[src/hdl/cvk_pkg.sv]
// ----------------------------------------------------------------------------
// cvk_pkg: shared types and helpers for the track update unit
// Queue item layout, register indexes, reset values and saturation helpers.
// ----------------------------------------------------------------------------
`default_nettype none

package cvk_pkg;

  localparam int FRAC_BITS_DEF = 16;
  localparam int CALC_W        = 82;
  localparam int Q_DEPTH       = 2;
  localparam int Q_PTR_W       = $clog2(Q_DEPTH);
  localparam int Q_CNT_W       = $clog2(Q_DEPTH + 1);

  localparam logic [31:0] ACCEL_RST = 32'd409600;
  localparam logic [31:0] MEAS_RST  = 32'd409600;
  localparam logic [31:0] GATE_RST  = 32'd1310720;
  localparam logic [7:0]  MAXM_RST  = 8'd0;

  typedef enum logic [1:0] {
    CFG_ACCEL = 2'd0,
    CFG_MEAS  = 2'd1,
    CFG_GATE  = 2'd2,
    CFG_MAXM  = 2'd3
  } cfg_idx_t;

  typedef struct packed {
    logic               frame_start;
    logic               has_det;
    logic signed [31:0] px;
    logic signed [31:0] py;
    logic signed [31:0] vx;
    logic signed [31:0] vy;
    logic signed [32:0] ex;
    logic signed [32:0] ey;
    logic [7:0]         miss;
  } qitem_t;

  function automatic logic signed [47:0] sat48(input logic signed [CALC_W-1:0] x);
    logic signed [47:0] r;
    if (x[CALC_W-1:47] == '0 || x[CALC_W-1:47] == '1) begin
      r = x[47:0];
    end else begin
      r = x[CALC_W-1] ? {1'b1, 47'b0} : {1'b0, {47{1'b1}}};
    end
    return r;
  endfunction

  function automatic logic signed [31:0] sat32(input logic signed [CALC_W-1:0] x);
    logic signed [31:0] r;
    if (x[CALC_W-1:31] == '0 || x[CALC_W-1:31] == '1) begin
      r = x[31:0];
    end else begin
      r = x[CALC_W-1] ? {1'b1, 31'b0} : {1'b0, {31{1'b1}}};
    end
    return r;
  endfunction

endpackage

`default_nettype wire

[src/hdl/cvk_front.sv]
// ----------------------------------------------------------------------------
// cvk_front: input side of the track update unit
// Predicts each track, forms the innovation and holds items in a short queue.
// ----------------------------------------------------------------------------
`default_nettype none

module cvk_front (
  input  logic           clk,
  input  logic           rst_n,
  input  logic           in_tvalid,
  output logic           in_tready,
  input  logic [199:0]   in_tdata,
  input  logic [1:0]     in_tuser,
  output logic           q_valid,
  output cvk_pkg::qitem_t q_item,
  input  logic           q_pop
);
  import cvk_pkg::*;

  logic signed [31:0] pos_x, pos_y, vel_x, vel_y, det_x, det_y;
  logic signed [31:0] pred_x, pred_y;
  qitem_t             new_item;
  qitem_t             q_mem_r [Q_DEPTH];
  logic [Q_PTR_W-1:0] wr_ptr_r, rd_ptr_r;
  logic [Q_CNT_W-1:0] cnt_r;
  logic               push;

  assign pos_x = in_tdata[31:0];
  assign pos_y = in_tdata[63:32];
  assign vel_x = in_tdata[95:64];
  assign vel_y = in_tdata[127:96];
  assign det_x = in_tdata[159:128];
  assign det_y = in_tdata[191:160];

  assign pred_x = sat32(CALC_W'(pos_x) + CALC_W'(vel_x));
  assign pred_y = sat32(CALC_W'(pos_y) + CALC_W'(vel_y));

  always_comb begin
    new_item.frame_start = in_tuser[0];
    new_item.has_det     = in_tuser[1];
    new_item.px          = pred_x;
    new_item.py          = pred_y;
    new_item.vx          = vel_x;
    new_item.vy          = vel_y;
    new_item.ex          = 33'(det_x) - 33'(pred_x);
    new_item.ey          = 33'(det_y) - 33'(pred_y);
    new_item.miss        = in_tdata[199:192];
  end

  assign in_tready = (cnt_r != Q_CNT_W'(Q_DEPTH));
  assign push      = in_tvalid && in_tready;
  assign q_valid   = (cnt_r != '0);
  assign q_item    = q_mem_r[rd_ptr_r];

  always_ff @(posedge clk) begin
    if (push) begin
      q_mem_r[wr_ptr_r] <= new_item;
    end
  end

  always_ff @(posedge clk) begin
    if (!rst_n) begin
      wr_ptr_r <= '0;
      rd_ptr_r <= '0;
      cnt_r    <= '0;
    end else begin
      if (push) begin
        wr_ptr_r <= wr_ptr_r + 1'b1;
      end
      if (q_pop) begin
        rd_ptr_r <= rd_ptr_r + 1'b1;
      end
      if (push && !q_pop) begin
        cnt_r <= cnt_r + 1'b1;
      end else if (!push && q_pop) begin
        cnt_r <= cnt_r - 1'b1;
      end
    end
  end

endmodule

`default_nettype wire

[config.mk]
export PLATFORM = sky130hd
export DESIGN_NAME = cvk_front
export DESIGN_NICKNAME = d
export VERILOG_FILES = /design/src/hdl/cvk_pkg.sv /design/src/hdl/cvk_front.sv
export SDC_FILE = /design/constraint.sdc
export NUM_CORES = 1
export LEC_CHECK = 0
export ABC_CLOCK_PERIOD_IN_PS = 18300
export BUFFER_PORTS_ARGS = -buffer_cell sky130_fd_sc_hd__buf_2
export CAP_MARGIN = 10
export CORE_MARGIN = 1
export CORE_UTILIZATION = 55
export CTS_CLUSTER_SIZE = 10
export DETAILED_ROUTE_END_ITERATION = 16
export HOLD_SLACK_MARGIN = 0.15
export PLACE_DENSITY = 0.79
export SLEW_MARGIN = 40
export SYNTH_ARGS = -nofsm -noshare
export SYNTH_HDL_FRONTEND = slang
export SYNTH_SLANG_ARGS = --single-unit
[constraint.sdc]
create_clock -name clk -period 18.3 [get_ports clk]
set_clock_uncertainty 0.2 [all_clocks]
set_input_delay 2.745 -clock clk [delete_from_list [all_inputs] [get_ports clk]]
set_output_delay 2.745 -clock clk [all_outputs]
set_load 0.05 [all_outputs]
== After elaboration in Yosys (flattened, before gate mapping) ==
Memory sizes are Yosys's and may differ from the RTL's. A register that Yosys moved wholly into a read port is not among the register bits.
Cells that the tools add are included.

* Add/sub/neg operators: 8
* Equality and inequality tests: 3
* Mux-type cells: 10
* Reduce and logical (&&, ||, !) cells: 11

{| class="wikitable"
|+ Operator list
! kind !! number
|-
| 32-bit two-way mux || 4
|-
| 51-bit == test, second input constant || 2
|-
| 51-bit zero test || 2
|-
| 32-bit by 32-bit adder with 33-bit output || 2
|-
| 32-bit by 32-bit subtractor with 33-bit output || 2
|-
| 1-bit two-way mux || 4
|-
| 2-bit two-way mux || 2
|-
| 2-bit nonzero test || 2
|-
| 1-bit logical AND || 3
|-
| 1-bit adder, second input constant || 2
|-
| 2-bit by 1-bit adder with 2-bit output, second input constant || 1
|-
| 1-bit zero test || 2
|-
| 1-bit logical OR || 2
|-
| 2-bit != test, second input constant || 1
|-
| 2-bit by 1-bit subtractor with 2-bit output, second input constant || 1
|}

* Bits in registers: 4
* RAM bits: 408
* Input port bits: 206
* Output and inout bits: 206
* Logic and storage cells: 36
* Memories kept: 1

{| class="wikitable"
|+ Memories
! name !! words !! width !! read ports !! clocked after Yosys merged registers in !! write ports !! RTL line !! text
|-
| q_mem_r || 2 || 204 || 1 || 1 || 1 || cvk_front.sv:23 || <nowiki>qitem_t q_mem_r [Q_DEPTH];</nowiki>
|}

== Depth between registers and ports, before layout ==
* Depth after elaboration: 6
* Gate-level depth with buffers: 25
* Depth with buffers taken out: 23

== Least setup slack after synthesis ==
Ideal clock, no wire load.

* Path kind: input to register
* Start point: input in_tvalid
* End point: register wr_ptr_r
* Setup time: 0.098 ns
* Arrival time: 12.004 ns
* Required time: 18.002 ns
* Slack: 5.998 ns
* Stages: 3
* Path buffers: 0
* Cells stage by stage: nand2_1 nor2_1 o21a_1

* Word-level cells in the longest chain between the ends: 1

{| class="wikitable"
|+ RTL lines
! item !! RTL line !! text
|-
| start: declaration || cvk_front.sv:10 || <nowiki>input logic in_tvalid,</nowiki>
|-
| 1-bit logical AND || cvk_front.sv:51 || <nowiki>assign push = in_tvalid && in_tready;</nowiki>
|-
| end signal: assignment || cvk_front.sv:68 || <nowiki>wr_ptr_r <= wr_ptr_r + 1'b1;</nowiki>
|-
| end: declaration || cvk_front.sv:24 || <nowiki>logic [Q_PTR_W-1:0] wr_ptr_r, rd_ptr_r;</nowiki>
|}

Every way passes these cells.
A chain may end at the register's enable or synchronous reset.

==> flow_summary.json <==
{
  "status": "finished clean",
  "floorplan.initialDensity": 0.562,
  "p_sw_frac": 0.377,
  "comb_power_share": 0.390,
  "synth_area_leaders": "edfxtp_1 (54%), mux2_2 (10%), ha_1 (7.2%)",
  "io_buffers": 411,
  "antenna_found_initial": 10,
  "required_ps": 18410,
  "wirelength_microns": 58800,
  "critPathMostFrequentCell": "a21oi_1",
  "ys_top_cells_by_count": "edfxtp_1 (408), mux2_2 (205), ha_1 (129)",
  "nFillCells": 2940,
  "cp.arrival_ps": 9110,
  "layout_setup_ws_ps": 9300,
  "period_share": 0.492,
  "ys_types": 76,
  "grt_pass1_vias": 16000,
  "dpl.hpwl_microns": 43800,
  "synth_warnings": 0,
  "p_total_mw": 3.55,
  "fin_tns_setup_ps": 0,
  "cts.repair.resized": 0,
  "grt_pass1_wl_microns": 87600,
  "vias_per_cell": 5.93,
  "num_rows": 73,
  "drt-initial-drc-count": 1052,
  "dr_total_vias": 16300,
  "dr.pass1.iters": 6,
  "avgSynthCellArea_sq_um": 12.6,
  "ant_nets": 0,
  "min_to": "cnt_r[1]",
  "dp_cells": 2669,
  "synth_edf_count": 408,
  "p_switching_mw": 1.34,
  "ys_seq_area_frac": 0.549,
  "powerDensity_nw_per_um2": 134,
  "clk_latency_ps": 570,
  "drc": 0,
  "syn_to_final_growth_pct": 17.8,
  "gp_congestion": 0.923,
  "coreArea_sq_um": 40000,
  "async_flop_share": 0,
  "reg2reg_to": "q_mem_r[0][115]",
  "hold_viol_final": 0,
  "synth_top_area_cell": "edfxtp_1",
  "max_stage_delay_ps": 650,
  "finalNonFillerCells": 2746,
  "p_int_mw": 2.21,
  "reg2reg_slack_ps": 15680,
  "dieArea_sq_um": 41700,
  "gr-total-overflow": 0,
  "die_h_microns": 204,
  "reg2reg_from": "cnt_r[0]",
  "hp-class": "reg -> reg",
  "clkTransAtPathRegs_ps": 50,
  "cts_setup_buffers": 0,
  "cts_sinks": 413,
  "cts_hold_buf": 0,
  "grt_setup_unrepaired": "false",
  "cpMaxStageDelayCell": "nor2_1",
  "synth_top_area_frac": 0.545,
  "cts_made_buffers": 48,
  "cts_tree": "done",
  "grt_max_degree": 78,
  "synth_seq_cells": 413,
  "cts_htree_levels": 2,
  "boundaryPins": 412,
  "drv_slew": 0,
  "layout_min_cycle_time_ps": 9000,
  "setup_viol": 0,
  "worst_setup_path_start_kind": "primary input",
  "fp.dieW_microns": 204,
  "path_class": "in -> reg",
  "syn_area_sq_um": 22500,
  "hp-start": "cnt_r[1]",
  "clock_power_share": 0.239,
  "routedWlPerCell_microns": 21.4,
  "grt_use_total": 0.275,
  "drive_above_1_share": 0.319,
  "r2r_cells": 5,
  "end_kind": "flop",
  "p_seq_frac": 0.371,
  "synthesis.instances": 1783,
  "yosysMostFrequentCell": "edfxtp_1",
  "finish.net_count": 2535,
  "maxSlewHeadroom": 0.469,
  "fmax_mhz": 111,
  "peakVddDrop_mv": 0.0868,
  "drv_cap": 0,
  "root_buffer": "clkbuf_16",
  "syn-num-nets": 2122,
  "startpoint": "in_tdata[64]",
  "synthFlopType": "edfxtp_1",
  "clockBufferDepth": 3,
  "tightestPinTransition_ps": 794,
  "dp_slack_ps": 8910,
  "cp_max_fo": 14,
  "leakagePower_nw": 10.5,
  "hold_depth": 2
}
[layout by cell type (no fill, tap or decap), types with 28 or more instances in the layout]
cell,n
a21o_1,64
a21oi_1,112
buf_2,411
clkbuf_16,49
edfxtp_1,408
ha_1,129
inv_1,51
mux2_2,205
nand2_1,94
nand3_1,28
nor2_1,83
o21a_1,58
o21ai_0,115
xnor2_1,75
xor2_1,40
[worst max-delay path: cells and delay by family]
family	cells	cell delay (ps)
simple gates	4	1410
xor+xnor	1	140
fa+ha+maj	3	850
compound gates	13	3410
buf+inv	4	540
[flip-flops by register name, indices dropped and copies added, names as in the netlist, named ones only]
signal / cells
cnt_r: 2
rd_ptr_r: 1
wr_ptr_r: 1
q_mem_r: 408
[cell families after synthesis]
group,after synthesis,synth area share
AOI/OAI and AO/OA,475,0.136
xor gates and xnor gates,115,0.0448
adders and majority gates,136,0.0767
buffers and inverters,113,0.0199
DFF,413,0.549
muxes,207,0.104
and+or+nand+nor,324,0.0697
[stage by stage]
step,util,instance area (sq um),hold WS [ps]
floorplan,-,22500,273
global placement,0.626,25100,283
global route,0.662,26500,361
detailed placement,0.627,25100,304
finish,0.662,26500,329
CTS,0.660,26400,333
[power by group through the flow]
stage	Sequential [mW]	Clock, mW	Combinational, mW
global placement	1.33	0	1.33
floorplan	1.35	0	1.03
CTS	1.32	0.865	1.37
finish	1.32	0.849	1.38
detailed placement	1.34	0	1.36
global route	1.33	0.899	1.47
[how the worst max path moves through the flow]
stage                                 to  slack (ps)  cells after the start
after detailed placement  q_mem_r[0][72]        8910                     25
after global placement    q_mem_r[0][73]        9110                     24
after CTS                 q_mem_r[0][72]        9480                     25
final                     q_mem_r[0][72]        9300                     25
after floorplan                 wr_ptr_r        6000                      3
after global routing      q_mem_r[0][72]        8930                     25
[layer usage]
metal | up-vias | share of wire | track usage
met5 | - | 0.00065 | 0
met4 | 8 | 0.026 | 0.0866
met3 | 95 | 0.078 | 0.0641
met2 | 629 | 0.50 | 0.483
met1 | 7916 | 0.39 | 0.332
li1 | 7636 | - | -
[layout make-up]
| cell class | instances | area, sq um | share of cell area |
|---|---|---|---|
| sequential | 413 | 12400 | 0.467 |
| clock inverter | 7 | 63.8 | 0.00241 |
| timing repair buffer | 425 | 2210 | 0.0833 |
| multi-input combinational | 1257 | 9720 | 0.367 |
| tap | 525 | 657 | 0.0248 |
| inverter | 51 | 191 | 0.00723 |
| antenna | 6 | 15.0 | 0.000567 |
| clock buffer | 62 | 1270 | 0.0481 |
(Power assumes the default switching activity.)
